`src/design/opd_pkg.sv`:
```
package opd_pkg;

    // Field widths fixed by the interface
    localparam int COEF_W     = 32;
    localparam int VAR_W      = 16;
    localparam int EXP_W      = 3;
    localparam int EXP_PACK_W = 4 * EXP_W;
    localparam int CNT_CFG_W  = 7;
    localparam int IDX_W      = 6;
    localparam int DELTA_W    = 32;

    // Term value: signed Q15.32
    localparam int PROD_W     = 48;
    localparam int MUL_W      = PROD_W + VAR_W;
    localparam int COEF_SHIFT = 8;
    localparam int MUL_SHIFT  = 8;
    localparam int OUT_SHIFT  = 16;

    // Rounding offsets (half up)
    localparam logic signed [MUL_W-1:0] MUL_HALF = MUL_W'(1) <<< (MUL_SHIFT - 1);

    // Clamp values
    localparam logic signed [PROD_W-1:0] PROD_MAX  = {1'b0, {(PROD_W-1){1'b1}}};
    localparam logic signed [PROD_W-1:0] PROD_MIN  = {1'b1, {(PROD_W-1){1'b0}}};
    localparam logic signed [DELTA_W-1:0] DELTA_MAX = {1'b0, {(DELTA_W-1){1'b1}}};
    localparam logic signed [DELTA_W-1:0] DELTA_MIN = {1'b1, {(DELTA_W-1){1'b0}}};

    // Action codes
    localparam logic ACT_LOAD = 1'b0;
    localparam logic ACT_EVAL = 1'b1;

    // One term travelling down the cell chain
    typedef struct packed {
        logic                     valid;
        logic                     last;
        logic                     sat;
        logic signed [PROD_W-1:0] t;
        logic [EXP_PACK_W-1:0]    expo;
    } t_term;

endpackage

```
`src/design/opd_term_mem.sv`:
```
module opd_term_mem import opd_pkg::*; #(
    parameter int MAX_TERMS = 64,
    parameter int AW        = 6
) (
    input  logic                    i_clk,
    input  logic                    i_rst_n,
    input  logic                    i_wr_en,
    input  logic [AW-1:0]           i_wr_addr,
    input  logic [COEF_W-1:0]       i_wr_coef,
    input  logic [EXP_PACK_W-1:0]   i_wr_expo,
    input  logic                    i_rd_en,
    input  logic                    i_rd_last,
    input  logic [AW-1:0]           i_rd_addr,
    output t_term                   o_term
);

    localparam int WORD_W = COEF_W + EXP_PACK_W;

    logic [WORD_W-1:0] r_mem [MAX_TERMS];
    logic [WORD_W-1:0] r_rd_word;
    logic              r_rd_valid;
    logic              r_rd_last;

    // Write one term word
    always_ff @(posedge i_clk) begin
        if (i_wr_en) begin
            r_mem[i_wr_addr] <= {i_wr_coef, i_wr_expo};
        end
    end

    // Registered read
    always_ff @(posedge i_clk) begin
        r_rd_word <= r_mem[i_rd_addr];
    end

    always_ff @(posedge i_clk) begin
        if (!i_rst_n) begin
            r_rd_valid <= 1'b0;
            r_rd_last  <= 1'b0;
        end else begin
            r_rd_valid <= i_rd_en;
            r_rd_last  <= i_rd_en & i_rd_last;
        end
    end

    // Start the term as coefficient in Q15.32
    always_comb begin
        o_term.valid = r_rd_valid;
        o_term.last  = r_rd_last;
        o_term.sat   = 1'b0;
        o_term.t     = PROD_W'($signed(r_rd_word[WORD_W-1 -: COEF_W])) <<< COEF_SHIFT;
        o_term.expo  = r_rd_word[EXP_PACK_W-1:0];
    end

endmodule

```
`config.mk`:
```
export PLATFORM = sky130hd
export DESIGN_NAME = opd_term_mem
export DESIGN_NICKNAME = d
export VERILOG_FILES = /design/src/design/opd_pkg.sv /design/src/design/opd_term_mem.sv
export SDC_FILE = /design/constraint.sdc
export NUM_CORES = 2
export LEC_CHECK = 0
export ABC_AREA = 1
export BUFFER_PORTS_ARGS = -buffer_cell sky130_fd_sc_hd__buf_2
export CAP_MARGIN = 10
export CORE_MARGIN = 5
export CORE_UTILIZATION = 30
export DETAILED_ROUTE_END_ITERATION = 10
export GPL_ROUTABILITY_DRIVEN = 0
export HOLD_SLACK_MARGIN = 0.12
export PLACE_DENSITY_LB_ADDON = 0.3
export SYNTH_ARGS = -nofsm -noshare
export SYNTH_HDL_FRONTEND = slang
export SYNTH_SLANG_ARGS = --single-unit
```
`constraint.sdc`:
```
create_clock -name i_clk -period 7.75 [get_ports i_clk]
set_input_delay 0.775 -clock i_clk [delete_from_list [all_inputs] [get_ports i_clk]]
set_output_delay 0.775 -clock i_clk [all_outputs]
set_load 0.02 [all_outputs]
```
==> summary.txt <==
Status
  – Status: complete, no violations

CTS
  – CTS tree: built
  – Worst skew pair latency: 0.87 ns
  – Root Buffer: clkbuf_16
  – Clock buffer depth: 4
  – Post-CTS repair timing setup buffer count: 0
  – Clk slew on worst S/H paths: 0.07 ns
  – H-tree levels: 5
  – Clock tree sinks: 2862
  – Total CTS buffers: 305
  – Post-CTS resize count: 0

Die
  – Initial Util: 0.3005
  – # rows: 227
  – Die outline width: 628.1 um
  – DIE AREA: 394600 um2
  – Core box area: 381400 um2
  – Die Height: 628.1 um
  – I/O Pins: 124

Hold path
  – Hold Crit Class: input pin to flop
  – Hold path endpoint: r_rd_last
  – Min-delay src: i_rst_n
  – Hold Crit Depth: 3

Yosys
  – Yosys top cell area share: 0.7377
  – FF+latch count, synth: 2862
  – Syn avg cell area: 12.34 um2
  – Sequential fraction of the synthesis area: 0.7457
  – Cell taking the most area after synthesis: edfxtp_1
  – Count of cell types in the netlist: 19
  – Post-Syn Instances: 9288
  – Synth warnings: 0
  – Ranking of synthesized cells by area: edfxtp_1 (74%), nand3_1 (11%), nand2_1 (10%), buf_6 (1.4%), buf_2 (1.3%)
  – Mapped Area: 114600 um2

Placed design
  – DP Cell Count: 14.00k
  – Port Buffer Count: 114
  – DPL Wire Length: 189.8 mm
  – Placement-stage worst setup slack: 3.352 ns
  – Area post-placement: 119700 um2

Timing
  – Worst slew margin relative to its limit: 0.1021
  – Min setup slack post-route: 4.141 ns
  – Number of setup violations in the final report: 0
  – Fmax: 277.0 MHz
  – Tmin final: 3.609 ns
  – RSZ-0062 raised after global routing: false
  – Final worst-path cycle share: 0.4657
  – Slew Limit Fails: 0
  – Fin. Hold Viols: 0
  – Clk_skew: 0.03676 ns
  – Setup TNS: 0 ns
  – Worst-Margin Slew: 1.347 ns

Detailed routing
  – Antenna Violating Nets Remaining: 0
  – Routed WL: 370.9 mm
  – Initial drt markers: 8733
  – Drt pass-1 iters: 7
  – Total number of vias: 74.97k
  – WL per Instance: 25.44 um
  – DRC viols: 0
  – DR vias/cell: 5.144

Critical path
  – Arrival time worst endpoint: 4.34 ns
  – CP Capture Type: flop
  – Crit start category: input pin
  – Worst R2R Path Depth: 8
  – Setup CP Type: input pin to flop
  – Reg2reg setup slack: 5.90 ns
  – Reg2reg end: r_rd_word[10]
  – R2r startpoint: r_mem[48][10]
  – Required time of the critical path: 8.48 ns
  – Max FO, Critical Path: 206

Cells and area
  – Layout cell share with drive strength beyond 1: 0.08346
  – Nets: 9337
  – Layout area overhead: 12.92%
  – Finished Layout Cells: 14.58k
  – Final Instance Area: 129400 um2

GRT
  – Vias in the first global route: 70.60k
  – Antenna violations before repair: 45
  – First-pass GRT wire length: 526.1 mm
  – GRT Total Usage: 0.1796
  – Global route overflow: 0
  – Maximum number of pins on one net before global-route repair: 305

Power and ir drop
  – Leak: 44.56 nW
  – PwrDens: 259.4 nW/um2
  – IR Drop Worst-Case VDD: 0.1663 mV

Run
  – Maximum Capacitance Violations: 0
kinds of logic (layout without fill, tap and decap cells):
group	Yosys count	after routing	synth area share
flops	2862	2862	0.7457
simple gates	5775	5775	0.2182
other cells	1	33	0.00003271
buf+inv	650	868	0.03604
layout by cell type, fill, tap and decap left out, types with 4 or more instances in the layout:
| master | instances |
|---|---|
| nand2_1 | 3071 |
| edfxtp_1 | 2816 |
| nand3_1 | 2630 |
| clkbuf_16 | 314 |
| buf_4 | 172 |
| buf_2 | 108 |
| clkbuf_1 | 82 |
| nor2_4 | 56 |
| clkinv_2 | 46 |
| dfxtp_1 | 46 |
| clkinv_1 | 45 |
| diode_2 | 24 |
| bufinv_16 | 21 |
| buf_12 | 20 |
| inv_6 | 15 |
| clkbuf_8 | 12 |
| nand4_1 | 9 |
| conb_1 | 9 |
| inv_1 | 8 |
| nor4_2 | 8 |
| clkinvlp_4 | 6 |
| inv_8 | 4 |
| buf_8 | 4 |
stage by stage:
stage               total power [W]  hold WS (ns)  utilization
floorplan                   0.01865        0.7214            -
global placement            0.01959        0.8187       0.3137
detailed placement          0.01961        0.7904       0.3137
CTS                         0.03380        0.1418       0.3390
global route                0.03456        0.1772       0.3393
finish                      0.03358        0.1847       0.3393
final cells by class:
cell class	count	area [um2]
antenna	24	60.06
clock buffer	408	8330
clock inverter	137	1277
fill	37280	252000
inverter	14	106.4
multi-input combinational	5784	25510
sequential	2862	85480
tap	5038	6304
timing repair buffer	309	2361
worst max path at each step:
stage	from	to	slack [ns]
3_3_place_gp	i_rd_addr[0]	r_rd_word[1]	3.39
6_report	i_rd_addr[0]	r_rd_word[42]	4.14
3_5_place_dp	i_rd_addr[1]	r_rd_word[35]	3.35
2_1_floorplan	i_wr_en	r_mem[48][0]	1.66
4_1_cts	i_rd_addr[1]	r_rd_word[35]	4.25
5_1_grt	i_rd_addr[0]	r_rd_word[34]	4.13
sequential cells by signal (all words and copies together) (netlist names):
register / flops
r_mem: 2816
r_rd_last: 1
r_rd_valid: 1
r_rd_word: 44
what timing repair did:
item,in CTS,in global routing
hold buffers,3,0
setup endpoints to repair,0,0
hold endpoints to repair,2,0
power by group:
part           internal (W)  switching, W
sequential           0.0171      0.000110
combinational      0.000453       0.00158
clock               0.00827       0.00603
total                0.0259       0.00773
synthesized netlist by cell type, drive strengths merged:
library cell,n
buf,545
clkbuf,91
clkinv,2
conb,1
dfxtp,46
edfxtp,2816
inv,12
nand2,3071
nand3,2630
nand4,9
nor2,57
nor4,8
metal layers:
layer,routed length (um),share of wire,vias up,track usage
met5,194,0.00052,-,0
li1,-,-,33100,-
met4,14390,0.039,32,0.06606
met1,156100,0.42,37860,0.2499
met2,172000,0.46,3358,0.2851
met3,28270,0.076,625,0.02721
worst max-delay path, stage by stage:
cell and delay [ns]:
buf_8 0.30, clkinv_16 0.34, buf_16 0.36, buf_12 0.44
nand2_1 0.24, nand3_1 0.17, nand3_1 0.16, nand3_1 0.09
nand3_1 0.21, nand2_1 0.18, nand2_1 0.21, nand2_1 0.07
(Power assumes the default switching activity.)
