===== config.mk =====
export PLATFORM = sky130hd
export DESIGN_NAME = opd_cell
export DESIGN_NICKNAME = d
export VERILOG_FILES = /design/src/design/opd_pkg.sv /design/src/design/opd_cell.sv
export SDC_FILE = /design/constraint.sdc
export NUM_CORES = 2
export LEC_CHECK = 0
export BUFFER_PORTS_ARGS = -buffer_cell sky130_fd_sc_hd__buf_2
export CORE_ASPECT_RATIO = 0.6
export CORE_MARGIN = 3
export CORE_UTILIZATION = 35
export CTS_CLUSTER_SIZE = 30
export DETAILED_ROUTE_END_ITERATION = 12
export HOLD_SLACK_MARGIN = 0.15
export SLEW_MARGIN = 20
export SYNTH_ARGS = -nofsm -noshare
export SYNTH_HDL_FRONTEND = slang
export SYNTH_SLANG_ARGS = --single-unit
export TNS_END_PERCENT = 100

===== constraint.sdc =====
create_clock -name i_clk -period 14.95 [get_ports i_clk]
set_input_delay 1.495 -clock i_clk [delete_from_list [all_inputs] [get_ports i_clk]]
set_output_delay 1.495 -clock i_clk [all_outputs]
set_load 0.01 [all_outputs]

===== src/design/opd_pkg.sv =====
package opd_pkg;

    // Field widths fixed by the interface
    localparam int COEF_W     = 32;
    localparam int VAR_W      = 16;
    localparam int EXP_W      = 3;
    localparam int EXP_PACK_W = 4 * EXP_W;
    localparam int CNT_CFG_W  = 7;
    localparam int IDX_W      = 6;
    localparam int DELTA_W    = 32;

    // Term value: signed Q15.32
    localparam int PROD_W     = 48;
    localparam int MUL_W      = PROD_W + VAR_W;
    localparam int COEF_SHIFT = 8;
    localparam int MUL_SHIFT  = 8;
    localparam int OUT_SHIFT  = 16;

    // Rounding offsets (half up)
    localparam logic signed [MUL_W-1:0] MUL_HALF = MUL_W'(1) <<< (MUL_SHIFT - 1);

    // Clamp values
    localparam logic signed [PROD_W-1:0] PROD_MAX  = {1'b0, {(PROD_W-1){1'b1}}};
    localparam logic signed [PROD_W-1:0] PROD_MIN  = {1'b1, {(PROD_W-1){1'b0}}};
    localparam logic signed [DELTA_W-1:0] DELTA_MAX = {1'b0, {(DELTA_W-1){1'b1}}};
    localparam logic signed [DELTA_W-1:0] DELTA_MIN = {1'b1, {(DELTA_W-1){1'b0}}};

    // Action codes
    localparam logic ACT_LOAD = 1'b0;
    localparam logic ACT_EVAL = 1'b1;

    // One term travelling down the cell chain
    typedef struct packed {
        logic                     valid;
        logic                     last;
        logic                     sat;
        logic signed [PROD_W-1:0] t;
        logic [EXP_PACK_W-1:0]    expo;
    } t_term;

endpackage


===== src/design/opd_cell.sv =====
module opd_cell import opd_pkg::*; #(
    parameter int VAR_SEL = 0,
    parameter int STEP    = 0
) (
    input  logic                    i_clk,
    input  logic                    i_rst_n,
    input  t_term                   i_term,
    input  logic signed [VAR_W-1:0] i_var,
    output t_term                   o_term
);

    localparam logic [EXP_W:0] STEP_C = (EXP_W + 1)'(STEP);

    t_term                    r_term;
    t_term                    n_term;
    logic                     active;
    logic signed [MUL_W-1:0]  prod;
    logic signed [MUL_W-1:0]  shifted;
    logic                     in_range;

    // Multiply only while this step is below the term's exponent
    assign active = {1'b0, i_term.expo[EXP_W*VAR_SEL +: EXP_W]} > STEP_C;

    assign prod     = i_term.t * i_var;
    assign shifted  = (prod + MUL_HALF) >>> MUL_SHIFT;
    assign in_range = shifted[MUL_W-1:PROD_W-1] == {(MUL_W-PROD_W+1){shifted[PROD_W-1]}};

    always_comb begin
        n_term = i_term;
        if (active) begin
            if (in_range) begin
                n_term.t = shifted[PROD_W-1:0];
            end else begin
                n_term.t   = shifted[MUL_W-1] ? PROD_MIN : PROD_MAX;
                n_term.sat = 1'b1;
            end
        end
    end

    // Hand the term to the next cell
    always_ff @(posedge i_clk) begin
        if (!i_rst_n) begin
            r_term.valid <= 1'b0;
            r_term.last  <= 1'b0;
        end else begin
            r_term.valid <= n_term.valid;
            r_term.last  <= n_term.valid & n_term.last;
        end
        r_term.sat  <= n_term.sat;
        r_term.t    <= n_term.t;
        r_term.expo <= n_term.expo;
    end

    assign o_term = r_term;

endmodule


==> results.rst <==
.. list-table::
   :header-rows: 1

   * - Metric
     - Value
   * - GR Util All Layers
     - 0.220
   * - Layout cells sized above 1
     - 0.0580
   * - Final core utilization
     - 0.376
   * - Async set-reset flop share out of synthesis
     - 0
   * - Synthesized area divided by synthesized cell count
     - ~8.6 sq um
   * - Maximum number of pins on one net before global-route repair
     - 50
   * - Post-CTS setup buffers
     - 0
   * - Worst Path Required
     - around 15 ns
   * - Count of antenna-violating nets left after detailed routing
     - 0
   * - Global-route wire length before repair
     - 142 mm
   * - Critical path cell sequence
     - buf_2 > clkinv_1 > buf_4 > nor2_1 > fa_1 > fa_1 > fa_1 > fa_1 > fa_1 > inv_1 > fa_1 > inv_1 > ha_1 > nand4_1 > nor4_1 > nand2_1 > a311oi_1 > nor4_1 > o21ai_1 > xor2_1 > or4b_4 > o41ai_2 > nand2b_2 > o221a_1
   * - Number of distinct library cells after synthesis
     - 69
   * - Worst hold path type
     - input port to register
   * - Die Area
     - between 80000 and 90000 sq um
   * - Worst hold slack
     - 1.24 ns
   * - Number of global-route vias before repair
     - 22800
   * - Crit path buffers/inverters
     - 5
   * - Number of port buffers
     - about 140
   * - Placer Congestion
     - 0.942
   * - TritonCTS clock tree
     - built
   * - Layout net count
     - 4186
   * - Sink Count
     - 63
   * - Clk Tree Root Cell
     - sky130_fd_sc_hd__clkbuf_16
   * - Number of enable-type register cells in the synthesized netlist
     - 0
   * - Rel. slew slack
     - 0.282
   * - Main combinational cell family by area after synthesis
     - adder cells
   * - Number of synthesis warnings
     - 0
   * - Adder and majority gate portion of the synthesized area
     - 0.564
   * - Standard-cell rows
     - 80
   * - Number of iterations in the first detailed-routing pass
     - 6
   * - Bufs on Longest Clock Path
     - 2
   * - Remaining global-route overflow
     - 0
   * - Hold Vio Cnt, Final
     - 0
   * - Worst path most repeated cell
     - sky130_fd_sc_hd__fa_1
   * - Via-per-instance ratio
     - 4.98
   * - Antenna violations before repair
     - 2
   * - Routed wire per std cell
     - approximately 21 um
   * - Die height
     - 226 um
   * - Result of the run
     - completed
   * - Hold-critical path endpoint
     - o_term[5]
   * - Hold_sp
     - i_term[5]
   * - Worst path arrival time
     - around 12 ns
   * - Synthesis-to-layout area growth
     - 5.93%
   * - Share of the clock period used by the worst path after layout
     - 0.758
   * - Pre-CTS WS
     - 3.73 ns
   * - Estimated wirelength of the detail-placed design
     - approximately 70 mm
   * - Overall die width
     - 373 um
   * - Slew at the pin closest to its max-slew limit
     - ~1.1 ns
   * - Unrepaired setup endpoints after global routing
     - no
   * - Multiplexer share of the synthesized area
     - 0
   * - Hold path depth
     - 1
   * - Startpoint-to-endpoint class of the critical path
     - input port to register
   * - Core Region
     - 79800 sq um
   * - Clock buffer count from CTS
     - 9
   * - Critical Path Source Type
     - input port
   * - Final setup violating endpoints
     - 0
   * - Min setup slack post-route
     - 3.61 ns
   * - Total via count after detailed routing
     - 21500
   * - Max FO, Critical Path
     - 44
   * - Total of flip-flops plus latches after synthesis
     - 63
   * - Clock slew seen by the registers of the worst setup and hold paths
     - 0.07 ns
   * - Number of flip-flops in the largest register
     - 63
   * - Setup TNS
     - 0 ns
   * - Compound-cell area share of the yosys netlist
     - 0.0665
   * - WL final
     - 89.5 mm
   * - Post-synthesis cell area
     - between 20000 and 30000 sq um
   * - Mapped Cells
     - 3280
   * - Remaining routing DRC violations
     - 0
   * - CTS hold repair buffers
     - 0
   * - Simple-Gate Fraction of Synth Area
     - 0.162
   * - Detailed Route Iter0 Violations
     - 1879
   * - Min Clock Period, post-route
     - 11.34 ns
   * - Cell with the largest stage delay on the worst path
     - sky130_fd_sc_hd__nand2b_2
   * - Sequential area share after synthesis
     - 0.0446
   * - Max-capacitance violation count
     - 0
   * - Fmax achieved
     - around 90 MHz
   * - I/O pin count
     - 144
   * - Post_cts resized
     - 0
   * - Flip-flop cell with the highest count after synthesis
     - sky130_fd_sc_hd__dfxtp_1
   * - Initial Util
     - 0.355
   * - Syn Nets
     - 4212
   * - Pins over their slew limit
     - 0
   * - XOR/XNOR Fraction of Synth Area
     - 0.0195
   * - Top delay family on crit path
     - adder cells
   * - H-tree levels
     - 3
   * - Crit path capture type
     - register
   * - Slowest cell delay on critical path
     - roughly 0.92 ns
area by class of cell:
| type | instances | area [sq um] |
|---|---|---|
| Sequential cell | 63 | 1260 |
| Timing Repair Buffer | 158 | 828 |
| Tap cell | 1066 | 1330 |
| Fill cell | 8197 | 49800 |
| Clock inverter | 7 | 128 |
| Inverter | 852 | 3200 |
| Multi-Input combinational cell | 2170 | 23000 |
| Clock buffer | 9 | 225 |
| Antenna cell | 1 | 2.50 |
Yosys cell counts (all sizes together) (4+ instances only):
master / n / share of area
o211ai: 7 / 0.0019
nor3: 9 / 0.0016
fa: 710 / 0.50
o21bai: 6 / 0.0016
ha: 141 / 0.062
dfxtp: 63 / 0.045
inv: 851 / 0.11
nor2: 84 / 0.011
and2: 244 / 0.054
xnor2: 35 / 0.011
o21ai: 62 / 0.011
a21oi: 67 / 0.012
a21o: 14 / 0.0037
a31oi: 11 / 0.0027
a311oi: 4 / 0.0012
xor2: 28 / 0.0087
and3: 7 / 0.0015
o21a: 18 / 0.0048
nand2b: 13 / 0.0029
or3: 4 / 0.00088
nand3: 16 / 0.0028
a21boi: 5 / 0.0013
buf: 24 / 0.0072
nand4: 31 / 0.0069
nor2b: 5 / 0.0011
o221a: 44 / 0.018
nand2: 564 / 0.075
clkbuf: 171 / 0.023
cells by family after synthesis:
group           count (synthesis)
fa+ha+maj                     851
buf+inv                      1047
simple gates                  993
flops                          63
compound gates                263
xor+xnor                       63
cell usage in the layout, fill, tap and decap left out, drive strengths merged, types with 3 or more instances in the layout:
cell     netlist  routed
inv          851     854
fa           710     710
nand2        564     564
and2         244     244
buf           24     158
ha           141     141
nor2          84      84
a21oi         67      67
dfxtp         63      63
o21ai         62      62
o221a         44      44
xnor2         35      35
nand4         31      31
xor2          28      28
o21a          18      18
nand3         16      16
a21o          14      14
nand2b        13      13
a31oi         11      11
nor3           9       9
clkbuf       171       9
and3           7       7
o211ai         7       7
o21bai         6       6
nor2b          5       5
a21boi         5       5
a311oi         4       4
or3            4       4
or4            3       3
nor4           3       3
bufinv         0       3
o31ai          3       3
a2111oi        3       3
worst max path at each step:
stage	cells past startpoint	to	startpoint	slack, ns
after floorplan	29	o_term[49]	i_var[1]	6.43
after global placement	26	o_term[14]	i_var[1]	3.62
after detailed placement	24	o_term[14]	i_var[15]	3.73
after CTS	24	o_term[14]	i_var[15]	4.02
after global routing	24	o_term[28]	i_var[15]	3.37
final	24	o_term[28]	i_var[15]	3.61
routing by layer:
metal / track usage / routed length, um / vias to the layer above
li1: - / - / 9468
met1: 0.351 / 43800 / 10900
met2: 0.289 / 33400 / 1068
met3: 0.0762 / 11400 / 55
met4: 0.0226 / 885 / 2
met5: 0.00610 / 69 / -
per-stage QoR:
step	instance area (sq um)	instances
after floorplan	28300	3280
after global placement	29600	4309
after detailed placement	29600	4309
after CTS	30000	4325
after global routing	30000	4325
final	30000	4326
Power is not shown: default switching activity piles up to over one toggle a cycle in this logic, so the estimate is an artifact.
