File: config.mk
export PLATFORM = sky130hd
export DESIGN_NAME = opd_accum
export DESIGN_NICKNAME = d
export VERILOG_FILES = /design/src/design/opd_pkg.sv /design/src/design/opd_accum.sv
export SDC_FILE = /design/constraint.sdc
export NUM_CORES = 1
export LEC_CHECK = 0
export ABC_AREA = 1
export BUFFER_PORTS_ARGS = -buffer_cell sky130_fd_sc_hd__buf_4
export CORE_MARGIN = 3
export CORE_UTILIZATION = 47
export CTS_BUF_LIST = sky130_fd_sc_hd__clkbuf_8
export DETAILED_ROUTE_END_ITERATION = 10
export PLACE_DENSITY = 0.66
export SYNTH_ARGS = -nofsm -noshare
export SYNTH_HDL_FRONTEND = slang
export SYNTH_SLANG_ARGS = --single-unit
File: constraint.sdc
create_clock -name i_clk -period 7.8 [get_ports i_clk]
set_input_delay 1.56 -clock i_clk [delete_from_list [all_inputs] [get_ports i_clk]]
set_output_delay 1.56 -clock i_clk [all_outputs]
set_load 0.05 [all_outputs]
File: src/design/opd_pkg.sv
package opd_pkg;

    // Field widths fixed by the interface
    localparam int COEF_W     = 32;
    localparam int VAR_W      = 16;
    localparam int EXP_W      = 3;
    localparam int EXP_PACK_W = 4 * EXP_W;
    localparam int CNT_CFG_W  = 7;
    localparam int IDX_W      = 6;
    localparam int DELTA_W    = 32;

    // Term value: signed Q15.32
    localparam int PROD_W     = 48;
    localparam int MUL_W      = PROD_W + VAR_W;
    localparam int COEF_SHIFT = 8;
    localparam int MUL_SHIFT  = 8;
    localparam int OUT_SHIFT  = 16;

    // Rounding offsets (half up)
    localparam logic signed [MUL_W-1:0] MUL_HALF = MUL_W'(1) <<< (MUL_SHIFT - 1);

    // Clamp values
    localparam logic signed [PROD_W-1:0] PROD_MAX  = {1'b0, {(PROD_W-1){1'b1}}};
    localparam logic signed [PROD_W-1:0] PROD_MIN  = {1'b1, {(PROD_W-1){1'b0}}};
    localparam logic signed [DELTA_W-1:0] DELTA_MAX = {1'b0, {(DELTA_W-1){1'b1}}};
    localparam logic signed [DELTA_W-1:0] DELTA_MIN = {1'b1, {(DELTA_W-1){1'b0}}};

    // Action codes
    localparam logic ACT_LOAD = 1'b0;
    localparam logic ACT_EVAL = 1'b1;

    // One term travelling down the cell chain
    typedef struct packed {
        logic                     valid;
        logic                     last;
        logic                     sat;
        logic signed [PROD_W-1:0] t;
        logic [EXP_PACK_W-1:0]    expo;
    } t_term;

endpackage

File: src/design/opd_accum.sv
module opd_accum import opd_pkg::*; #(
    parameter int ACC_W = 55
) (
    input  logic                      i_clk,
    input  logic                      i_rst_n,
    input  logic                      i_start,
    input  logic                      i_empty,
    input  t_term                     i_term,
    output logic                      o_busy,
    output logic                      o_out_valid,
    input  logic                      i_out_stall,
    output logic signed [DELTA_W-1:0] o_delta,
    output logic                      o_saturated
);

    localparam int RND_W = ACC_W + 1 - OUT_SHIFT;
    localparam logic signed [ACC_W:0] ACC_HALF = (ACC_W + 1)'(1) <<< (OUT_SHIFT - 1);

    typedef enum logic [1:0] {S_IDLE, S_ACC, S_RND, S_PUT} t_state;

    t_state                     r_state;
    logic signed [ACC_W-1:0]    r_acc;
    logic                       r_sat;
    logic signed [RND_W-1:0]    r_rnd;
    logic                       r_out_valid;
    logic signed [DELTA_W-1:0]  r_delta;
    logic                       r_saturated;
    logic signed [ACC_W:0]      rnd_sum;
    logic                       rnd_ok;
    logic                       out_free;

    assign rnd_sum  = (ACC_W + 1)'(r_acc) + ACC_HALF;
    assign rnd_ok   = r_rnd[RND_W-1:DELTA_W-1] == {(RND_W-DELTA_W+1){r_rnd[DELTA_W-1]}};
    assign out_free = !r_out_valid || !i_out_stall;

    // Sum terms, round, clamp, and hold the result word
    always_ff @(posedge i_clk) begin
        if (!i_rst_n) begin
            r_state     <= S_IDLE;
            r_out_valid <= 1'b0;
        end else begin
            if (r_out_valid && !i_out_stall && (r_state != S_PUT)) begin
                r_out_valid <= 1'b0;
            end
            case (r_state)
                S_IDLE: begin
                    if (i_start) begin
                        r_acc   <= '0;
                        r_sat   <= 1'b0;
                        r_state <= i_empty ? S_RND : S_ACC;
                    end
                end
                S_ACC: begin
                    if (i_term.valid) begin
                        r_acc <= r_acc + ACC_W'(i_term.t);
                        r_sat <= r_sat | i_term.sat;
                        if (i_term.last) begin
                            r_state <= S_RND;
                        end
                    end
                end
                S_RND: begin
                    r_rnd   <= RND_W'(rnd_sum >>> OUT_SHIFT);
                    r_state <= S_PUT;
                end
                S_PUT: begin
                    if (out_free) begin
                        r_out_valid <= 1'b1;
                        r_delta     <= rnd_ok ? r_rnd[DELTA_W-1:0]
                                              : (r_rnd[RND_W-1] ? DELTA_MIN : DELTA_MAX);
                        r_saturated <= r_sat | !rnd_ok;
                        r_state     <= S_IDLE;
                    end
                end
                default: begin
                    r_state <= S_IDLE;
                end
            endcase
        end
    end

    assign o_busy      = r_state != S_IDLE;
    assign o_out_valid = r_out_valid;
    assign o_delta     = r_delta;
    assign o_saturated = r_saturated;

endmodule

==> results of run 1 <==
-- cell usage in the layout, fill, tap and decap left out, types with 17 or more instances in the layout --
cell and count:
a21oi_1 74, buf_4 94, clkbuf_8 17, edfxtp_1 129
ha_1 59, inv_1 282, nand2_1 554, nand3_1 54
nor2_1 180, nor3_1 27, o21ai_0 34, xor2_1 29
-- stage by stage --
| stage | worst slack, ns | cells |
|---|---|---|
| floorplan | 1.43 | 1521 |
| global placement | 4.02 | 1877 |
| detailed placement | 3.99 | 1877 |
| CTS | 4.49 | 1909 |
| global route | 4.28 | 1909 |
| finish | 4.43 | 1909 |
-- worst max-delay path: cells and delay by family --
kind                     cells  cell delay, ns
AO/OA/AOI/OAI                1            0.32
buffers and inverters        3            0.24
AND/OR/NAND/NOR              9            1.11
adder cells (fa/ha/maj)      1            0.34
-- metal layers --
metal,GRT usage (%),part of all wire [%],vias up
met5,0,0,-
met4,6.06,2.1,0
met1,35.7,48,4208
li1,-,-,4949
met2,41.1,44,271
met3,3.19,5.6,52
-- worst max path at each step --
stage               slack (ns)  startpoint  cells past startpoint   endpoint
detailed placement        3.99  i_term[12]                     14  r_acc[44]
global placement          4.02  i_term[12]                     14  r_acc[44]
CTS                       4.49  i_term[12]                     14  r_acc[44]
floorplan                 1.43  i_term[62]                      2   r_acc[0]
finish                    4.43  i_term[21]                     14  r_acc[34]
global route              4.28  i_term[21]                     14  r_acc[34]
-- sequential cells by signal (all words and copies together), names as in the netlist --
register	cells
o_saturated	1
o_out_valid	1
o_delta	32
r_sat	1
r_acc	55
r_rnd	40
r_state	2
-- final cells by class --
class | instances | area (um2) | share of cell area (%)
clock buffers | 17 | 234 | 1.99
clock inverters | 15 | 204 | 1.73
inverters | 292 | 1100 | 9.31
multi-input cells | 1084 | 5250 | 44.6
flip-flops and latches | 132 | 3930 | 33.4
well taps | 275 | 344 | 2.92
repair buffers | 94 | 706 | 6.00
-- kinds of logic (layout without fill, tap and decap cells) --
group,count (synthesis),after routing
compound gates,125,125
xor+xnor,39,39
fa+ha+maj,60,60
buf+inv,305,418
flops,132,132
simple gates,860,860
-- power groups by stage --
stage               Sequential [mW]  Combinational [mW]  Clock, mW
floorplan                      1.13                1.01          0
global placement               1.13                1.46          0
detailed placement             1.13                1.47          0
CTS                            1.11                1.48      0.685
global route                   1.13                1.69      0.715
finish                         1.12                1.48      0.673
-- cell usage after synthesis (2+ instances only) --
cell type / instances
a21boi_0: 2
nor3_1: 27
edfxtp_1: 129
xnor2_1: 10
inv_2: 9
a31oi_1: 2
buf_2: 5
ha_1: 59
a211oi_1: 4
nor4_1: 6
nor2_2: 6
nor2_1: 181
o21ai_0: 34
nand3_1: 54
nand3b_1: 4
clkinv_1: 2
xor2_1: 29
inv_1: 281
nand2_2: 3
o21bai_1: 4
nand3_2: 2
clkbuf_1: 8
or2_2: 3
dfxtp_1: 3
nand2_1: 554
and2_1: 4
and3_1: 2
nand4_1: 10
o21a_1: 3
a21oi_1: 74
==> flow_metrics.py, run 1 <==
metrics = {
    "outcome": {
        "status": "finished clean",
    },
    "sta": {
        "fin_skew_ns": 0.0245,
        "fin_crit_ns": 3.37,
        "fin_setup_tns_ns": 0,
        "fmax_ghz": 0.296,
        "timing.final.crit_share_pct": 43.3,
        "maxSlewHeadroom_pct": 37.6,
        "tightest_slew_ns": 0.933,
        "rsz0062_at_grt": "no",
        "setup_violations": 0,
        "maxSlewViolCount": 0,
        "hold_violations": 0,
        "timing.hold.ws_ns": 0.506,
    },
    "die": {
        "start_util_pct": 48.5,
        "die_x_um": 154,
        "core_area_mm2": 0.0213,
        "die_h_um": 154,
        "num_rows": 53,
        "ios": 103,
        "dieArea_mm2": 0.0238,
    },
    "power": {
        "p_sw_share_pct": 45.3,
        "p_seq_share_pct": 34.1,
        "p_leak_nw": 5.77,
        "power.internal_mw": 1.79,
        "ir_worst_vdd_uv": 157,
        "combPwrFrac_pct": 45.3,
        "p_total_mw": 3.27,
        "power_density_mw_per_mm2": 278,
        "p_clk_share_pct": 20.5,
        "p_switching_mw": 1.48,
    },
    "layout": {
        "stdcell_area_mm2": 0.0118,
        "final_util_pct": 55.3,
        "drive_gt1_share_pct": 9.36,
        "final_nets": 1749,
        "antennaDiodeCount": 0,
        "area_growth_pct": 14.0,
        "fillers": 2156,
    },
    "placement": {
        "port_buffers": 90,
        "hpwl_um": 24000,
        "place_area_mm2": 0.0113,
        "gp_congestion": 0.943,
    },
    "cts": {
        "cts_hold_buf": 0,
        "ctsResizeCount": 0,
        "cts.path.max_buffers": 2,
        "root_buffer": "clkbuf_8",
        "postCtsSetupBuffers": 0,
        "cts.sinks": 132,
        "tritoncts": "yes",
        "clk_pin_slew_ns": 0.08,
        "cts_made_buffers": 17,
        "clk_latency_ns": 0.47,
        "cts-htree-levels": 4,
    },
    "yosys": {
        "syn-num-nets": 1649,
        "synth_cell_types": 37,
        "avgSynthCellArea_um2": 6.79,
        "ys.flop_type": "edfxtp_1",
        "synthMuxAreaShare_pct": 0,
        "syn_inst": 1521,
        "synth-seq-cells": 132,
        "synth_warnings": 0,
        "synth_top_family_by_area": "simple AND/OR/NAND/NOR gates",
        "synth_edf_count": 129,
        "synth-xor-area-share_pct": 3.31,
        "syn_area_mm2": 0.0103,
        "synth_top_cell_by_area": "edfxtp_1",
        "synth_simple_gate_area_share_pct": 33.6,
        "synth-compound-area-share_pct": 6.44,
        "synth-adder-area-share_pct": 7.35,
        "yosysTopAreaCellShare_pct": 37.5,
        "synth-seq-area-share_pct": 38.1,
        "synthArstFlopShare_pct": 0,
        "synthTopCellsByArea": "edfxtp_1 38%, nand2_1 20%, inv_1 10%",
    },
    "setup_path": {
        "crit_required_ns": 8.00,
        "cpPeakStageDelay_ns": 0.34,
        "crit_chain": "buf_4 -> ha_1 -> nand2_1 -> inv_1 -> nand2_1 -> nand2_1 -> inv_1 -> nand3_1 -> nand2_1 -> nand2_1 -> a21oi_1 -> nand2_1 -> nand2_1 -> nor2_1",
        "worstPathMaxFanout": 6,
        "cp_common_cell": "nand2_1",
        "timing.rr.start": "r_state[1]",
        "rr_endpoint": "r_acc[36]",
        "critical_path_arrival_ns": 3.58,
        "crit_type": "input port to flip-flop",
        "start_kind": "input port",
        "cp_slowest_cell": "ha_1",
        "worstSetupEndpointType": "flip-flop",
        "ff2ff_path_depth": 6,
        "r2r_slack_ns": 4.96,
    },
    "routing": {
        "route.detailed.drc": 0,
        "wire_per_inst_um": 15.4,
        "wl_um": 29500,
        "antenna_left": 0,
        "drt_pass1_iterations": 5,
        "vias": 9480,
        "drtIter0Drc": 595,
        "post_drt_via_cell_ratio": 4.97,
    },
    "grt": {
        "gr-total-overflow": 0,
        "antenna_found_initial": 0,
        "grt_util_all_layers_pct": 25.1,
        "grt_pass1_vias": 9037,
        "grt_pass1_wl_um": 46800,
        "grt_max_degree": 57,
    },
    "job": {
        "maxCapViolCount": 0,
    },
    "worst_hold_path": {
        "hp-start": "r_rnd[11]",
        "min_path_cells": 2,
        "hold_class": "flip-flop to flip-flop",
        "hold_end": "o_delta[11]",
    },
}
Note: power is estimated with default switching activity, not from simulation.
==> inputs of run 2 (changes only) <==
- ABC_AREA: 1 -> 0
- PLACE_DENSITY: 0.66 -> 0.67
- clock period: 7.8 -> 3.4 ns (I/O delays scaled with it)
==> flow_metrics.py, run 2 <==
metrics = {
    "layout": {
        "layout_common_cells": "132 x buf_4, 129 x edfxtp_1, 94 x nor2_1",
        "area_growth_pct": 16.8,
        "stdcell_area_mm2": 0.0102,
        "largest_reg_flops": 55,
        "fin_cells": 1222,
        "layout_commonest_cell": "buf_4",
        "antennaDiodeCount": 0,
        "largest-register": "r_acc",
        "drive_gt1_share_pct": 18.7,
        "final_util_pct": 56.2,
        "final_nets": 1108,
    },
    "yosys": {
        "synthMuxAreaShare_pct": 0.345,
        "synth_warnings": 0,
        "synthTopCellsByCount": "129 x edfxtp_1, 96 x nor2_1, 80 x a21oi_1",
        "ys.flop_type": "edfxtp_1",
        "synth-seq-area-share_pct": 45.2,
        "synth_cell_types": 67,
        "synth_top_family_by_area": "compound AO/OA/AOI/OAI gates",
        "syn_inst": 866,
        "synthArstFlopShare_pct": 0,
        "avgSynthCellArea_um2": 10.0,
        "synth-seq-cells": 132,
        "synth_simple_gate_area_share_pct": 16.0,
        "synth-xor-area-share_pct": 8.76,
        "syn_area_mm2": 0.00870,
        "synth-adder-area-share_pct": 8.72,
        "synth_edf_count": 129,
        "syn-num-nets": 994,
        "yosysTopAreaCellShare_pct": 44.5,
        "synth.most_common_cell": "edfxtp_1",
        "synthTopCellsByArea": "edfxtp_1 45%, ha_1 8.5%, xnor2_1 5.0%",
        "synth-compound-area-share_pct": 17.6,
        "synth_top_cell_by_area": "edfxtp_1",
    },
    "sta": {
        "tightest_slew_ns": 1.18,
        "fin_skew_ns": 0.0158,
        "rsz0062_at_grt": "no",
        "timing.hold.ws_ns": 0.491,
        "layout_setup_ws_ns": 0.339,
        "maxSlewViolCount": 0,
        "fmax_ghz": 0.327,
        "timing.final.crit_share_pct": 90.0,
        "fin_setup_tns_ns": 0,
        "fin_crit_ns": 3.06,
        "hold_violations": 0,
        "setup_violations": 0,
        "maxSlewHeadroom_pct": 21.1,
    },
    "routing": {
        "drt_pass1_iterations": 5,
        "route.detailed.drc": 0,
        "vias": 6762,
        "drtIter0Drc": 360,
        "wl_um": 19400,
        "post_drt_via_cell_ratio": 5.53,
        "wire_per_inst_um": 15.8,
        "antenna_left": 0,
    },
    "die": {
        "core_area_mm2": 0.0181,
        "dieArea_mm2": 0.0202,
        "num_rows": 49,
        "die_h_um": 142,
        "ios": 103,
        "die_x_um": 142,
        "start_util_pct": 48.1,
    },
    "grt": {
        "grt_pass1_wl_um": 31400,
        "grt_util_all_layers_pct": 19.4,
        "grt_max_degree": 57,
        "gr-total-overflow": 0,
        "antenna_found_initial": 0,
        "grt_pass1_vias": 6397,
    },
    "power": {
        "p_total_mw": 7.49,
        "power_density_mw_per_mm2": 737,
        "p_leak_nw": 4.08,
        "ir_worst_vdd_uv": 317,
    },
    "placement": {
        "port_buffers": 90,
        "placed_cells": 1190,
        "hpwl_um": 14600,
        "place_worst_setup_slack_ns": -0.102,
        "gp_congestion": 0.909,
        "place_area_mm2": 0.00980,
    },
    "cts": {
        "root_buffer": "clkbuf_8",
        "clk_latency_ns": 0.46,
        "cts_made_buffers": 17,
        "ctsResizeCount": 0,
        "cts-htree-levels": 4,
        "clk_pin_slew_ns": 0.08,
        "tritoncts": "yes",
        "cts.sinks": 132,
        "cts_hold_buf": 0,
        "cts.path.max_buffers": 2,
        "postCtsSetupBuffers": 0,
    },
    "worst_hold_path": {
        "hp-start": "i_rst_n",
        "hold_class": "input port to flip-flop",
        "hold_end": "o_out_valid",
        "min_path_cells": 2,
    },
    "setup_path": {
        "rr_endpoint": "r_acc[54]",
        "cpPeakStageDelay_ns": 0.37,
        "crit_required_ns": 3.61,
        "ff2ff_path_depth": 12,
        "timing.rr.start": "r_acc[0]",
        "crit_type": "flip-flop to flip-flop",
        "crit_chain": "ha_1 -> inv_1 -> fa_1 -> nand2b_1 -> a21oi_1 -> o21ai_1 -> a211o_1 -> a211oi_4 -> o21ai_2 -> o21ai_4 -> nor3_1 -> a211o_1",
        "r2r_slack_ns": 0.34,
        "start_kind": "flip-flop",
        "cp_common_cell": "a211o_1",
        "worstPathMaxFanout": 4,
        "worstSetupEndpointType": "flip-flop",
        "cp_slowest_cell": "fa_1",
        "critical_path_arrival_ns": 3.27,
    },
    "outcome": {
        "status": "finished clean",
    },
    "job": {
        "maxCapViolCount": 0,
    },
}
==> run 2: cell types whose count changed after synthesis, moves of 8 or more <==
cell	before	now
nand2_1	554	70
inv_1	281	19
nor2_1	181	96
a21o_1	0	53
xnor2_1	10	50
nand3_1	54	25
nand4_1	10	29
clkbuf_1	8	24
inv_2	9	0
nor3_1	27	18
o211ai_1	0	9
buf_6	0	8
xor2_1	29	37
==> run 2: power by group <==
group	switching (mW)	leakage, nW	internal, mW
Combinational	2.11	2.68	1.45
Sequential	0.295	1.22	2.38
Clock	0.682	0.176	0.580
==> run 2: worst max path at each step <==
| stage | startpoint | endpoint | slack [ns] |
|---|---|---|---|
| 3_3_place_gp | i_term[12] | r_acc[54] | -0.09 |
| 5_1_grt | r_acc[16] | r_acc[53] | 0.14 |
| 4_1_cts | r_acc[16] | r_acc[53] | 0.33 |
| 3_5_place_dp | i_term[12] | r_acc[54] | -0.10 |
| 2_1_floorplan | i_term[12] | r_acc[54] | 0.20 |
| 6_report | r_acc[0] | r_acc[54] | 0.34 |
==> run 2: worst max-delay path, delay by kind of cell (launching register included) <==
family,cells,cell delay (ns)
DFF,1,0.33
buffers and inverters,1,0.06
AOI/OAI and AO/OA,7,1.65
adders and majority gates,2,0.53
and+or+nand+nor,2,0.25
==> run 2: kinds of logic after synthesis <==
group,after synthesis
AOI/OAI and AO/OA,236
xor gates and xnor gates,87
adders and majority gates,60
buffers and inverters,57
DFF,132
muxes,3
and+or+nand+nor,291
==> run 2: routing by layer <==
metal  routed length, um  GRT usage, %  share of wire (%)
met5                   0             0                  0
met4                 312          5.91                1.6
met3                 852          3.73                4.4
met2                8740          30.1                 45
met1                9450          27.7                 49
==> run 2: cell type report <==
type	instances	area (um2)
multi-input cells	677	4510
repair buffers	132	991
flip-flops and latches	132	3930
inverters	20	75.1
well taps	229	287
clock inverters	15	134
fillers	1585	7920
clock buffers	17	234
==> inputs of run 3 (changes only) <==
- CORE_ASPECT_RATIO: not set -> 0.75
==> flow_metrics.py, run 3 (synthesized netlist as in run 2, its figures left out) <==
metrics = {
    "power": {
        "p_switching_mw": 3.10,
        "power.internal_mw": 4.51,
        "p_seq_share_pct": 35.3,
        "ir_worst_vdd_uv": 328,
        "p_clk_share_pct": 17.6,
        "power_density_mw_per_mm2": 744,
        "p_leak_nw": 4.12,
        "combPwrFrac_pct": 47.1,
        "p_sw_share_pct": 40.7,
    },
    "setup_path": {
        "cp_slowest_cell": "edfxtp_1",
        "crit_family": "compound AO/OA/AOI/OAI gates",
        "r2r_slack_ns": 0.33,
        "cpPeakStageDelay_ns": 0.48,
        "worstSetupEndpointType": "flip-flop",
        "ff2ff_path_depth": 10,
        "crit_required_ns": 3.60,
        "rr_endpoint": "r_acc[54]",
        "path_buf_inv": 0,
        "worstPathMaxFanout": 6,
        "crit_chain": "ha_1 -> nand2_2 -> nor4_4 -> nand3_1 -> a211o_1 -> a211oi_4 -> o21ai_2 -> o21ai_4 -> nor3_1 -> a211o_1",
        "timing.rr.start": "r_acc[19]",
        "start_kind": "flip-flop",
        "critical_path_arrival_ns": 3.27,
        "crit_type": "flip-flop to flip-flop",
        "cp_common_cell": "a211o_1",
    },
    "routing": {
        "drtIter0Drc": 319,
        "antenna_left": 0,
        "route.detailed.drc": 0,
        "vias": 6681,
        "wire_per_inst_um": 15.6,
        "wl_um": 19200,
        "drt_pass1_iterations": 5,
        "post_drt_via_cell_ratio": 5.40,
    },
    "job": {
        "maxCapViolCount": 0,
    },
    "cts": {
        "root_buffer": "clkbuf_8",
        "cts-htree-levels": 4,
        "cts.path.max_buffers": 2,
        "tritoncts": "yes",
        "cts_made_buffers": 17,
        "postCtsSetupBuffers": 0,
        "ctsResizeCount": 0,
        "cts_hold_buf": 0,
        "clk_latency_ns": 0.44,
        "clk_pin_slew_ns": 0.08,
        "cts.sinks": 132,
    },
    "sta": {
        "fin_setup_tns_ns": 0,
        "layout_setup_ws_ns": 0.330,
        "setup_violations": 0,
        "timing.final.crit_share_pct": 90.3,
        "fin_skew_ns": 0.0157,
        "maxSlewHeadroom_pct": 24.8,
        "maxSlewViolCount": 0,
        "rsz0062_at_grt": "no",
        "hold_violations": 0,
        "tightest_slew_ns": 1.13,
        "fmax_ghz": 0.326,
        "fin_crit_ns": 3.07,
    },
    "worst_hold_path": {
        "hold_end": "o_out_valid",
        "min_path_cells": 2,
        "hp-start": "i_rst_n",
        "hold_class": "input port to flip-flop",
    },
    "layout": {
        "drive_gt1_share_pct": 18.9,
        "fin_cells": 1237,
        "largest_reg_flops": 55,
        "antennaDiodeCount": 0,
        "layout_common_cells": "134 x buf_4, 129 x edfxtp_1, 94 x nor2_1",
        "area_growth_pct": 17.6,
        "largest-register": "r_acc",
        "layout_commonest_cell": "buf_4",
        "final_nets": 1110,
    },
    "die": {
        "core_area_mm2": 0.0179,
        "die_h_um": 124,
        "ios": 103,
        "die_x_um": 163,
        "start_util_pct": 48.5,
        "dieArea_mm2": 0.0202,
        "num_rows": 42,
    },
    "placement": {
        "place_worst_setup_slack_ns": -0.0931,
        "port_buffers": 90,
        "placed_cells": 1205,
        "hpwl_um": 14900,
        "gp_congestion": 0.893,
    },
    "outcome": {
        "status": "finished clean",
    },
    "grt": {
        "grt_pass1_vias": 6186,
        "gr-total-overflow": 0,
        "antenna_found_initial": 0,
        "grt_max_degree": 57,
        "grt_util_all_layers_pct": 19.6,
        "grt_pass1_wl_um": 31000,
    },
}
## run 3: changes by cell type in the layout (fill, tap and decap cells not counted), sizes merged
| cell | change |
|---|---|
| buf | +2 |
| bufinv | +1 |
| clkinv | +1 |
| clkbuf | +1 |
| clkinvlp | -3 |
## run 3: per-layer routing
| layer | GRT usage (%) | wire (um) |
|---|---|---|
| met5 | 0 | 0 |
| met4 | 5.02 | 207 |
| met3 | 3.66 | 1280 |
| met2 | 28.4 | 7740 |
| met1 | 30.0 | 10000 |
## run 3: how the worst max path moves through the flow
stage,from,to,depth (start not counted)
6_report,r_acc[19],r_acc[54],10
5_1_grt,r_acc[0],r_acc[40],12
4_1_cts,r_acc[0],r_acc[54],12
3_5_place_dp,i_term[12],r_acc[54],13
3_3_place_gp,i_term[12],r_acc[54],13
2_1_floorplan,i_term[12],r_acc[54],12
## run 3: layout make-up
| cell class | count | area [um2] |
|---|---|---|
| Clock inverter | 14 | 156 |
| Inverter | 20 | 75.1 |
| Timing Repair Buffer | 134 | 1010 |
| Sequential cell | 132 | 3930 |
| Clock buffer | 18 | 248 |
| Multi-Input combinational cell | 677 | 4510 |
| Fill cell | 1567 | 7690 |
| Tap cell | 242 | 303 |
## run 3: worst register-to-register path: cells and delay by family, from the launching register on
| kind | cells | cell delay [ns] |
|---|---|---|
| AO/OA/AOI/OAI | 5 | 1.24 |
| adder cells (fa/ha/maj) | 1 | 0.48 |
| flip-flops | 1 | 0.48 |
| AND/OR/NAND/NOR | 4 | 0.61 |
## run 3: through the flow
| step | power [mW] | cell area, um2 | util, % | hold slack (ns) |
|---|---|---|---|---|
| 3_3_place_gp | 6.21 | 9830 | 54.8 | 0.499 |
| 5_1_grt | 8.18 | 10200 | 57.1 | 0.473 |
| 4_1_cts | 7.63 | 10200 | 57.1 | 0.461 |
| 2_1_floorplan | 5.29 | 8700 | - | 0.495 |
| 6_report | 7.61 | 10200 | 57.1 | 0.490 |
| 3_5_place_dp | 6.26 | 9830 | 54.8 | 0.502 |
## run 3: power by group through the flow
stage          registers, mW  logic (mW)  clock network [mW]
3_3_place_gp            2.70        3.52                   0
5_1_grt                 2.73        4.01                1.44
3_5_place_dp            2.71        3.55                   0
4_1_cts                 2.68        3.57                1.37
6_report                2.69        3.59                1.34
2_1_floorplan           2.70        2.59                   0
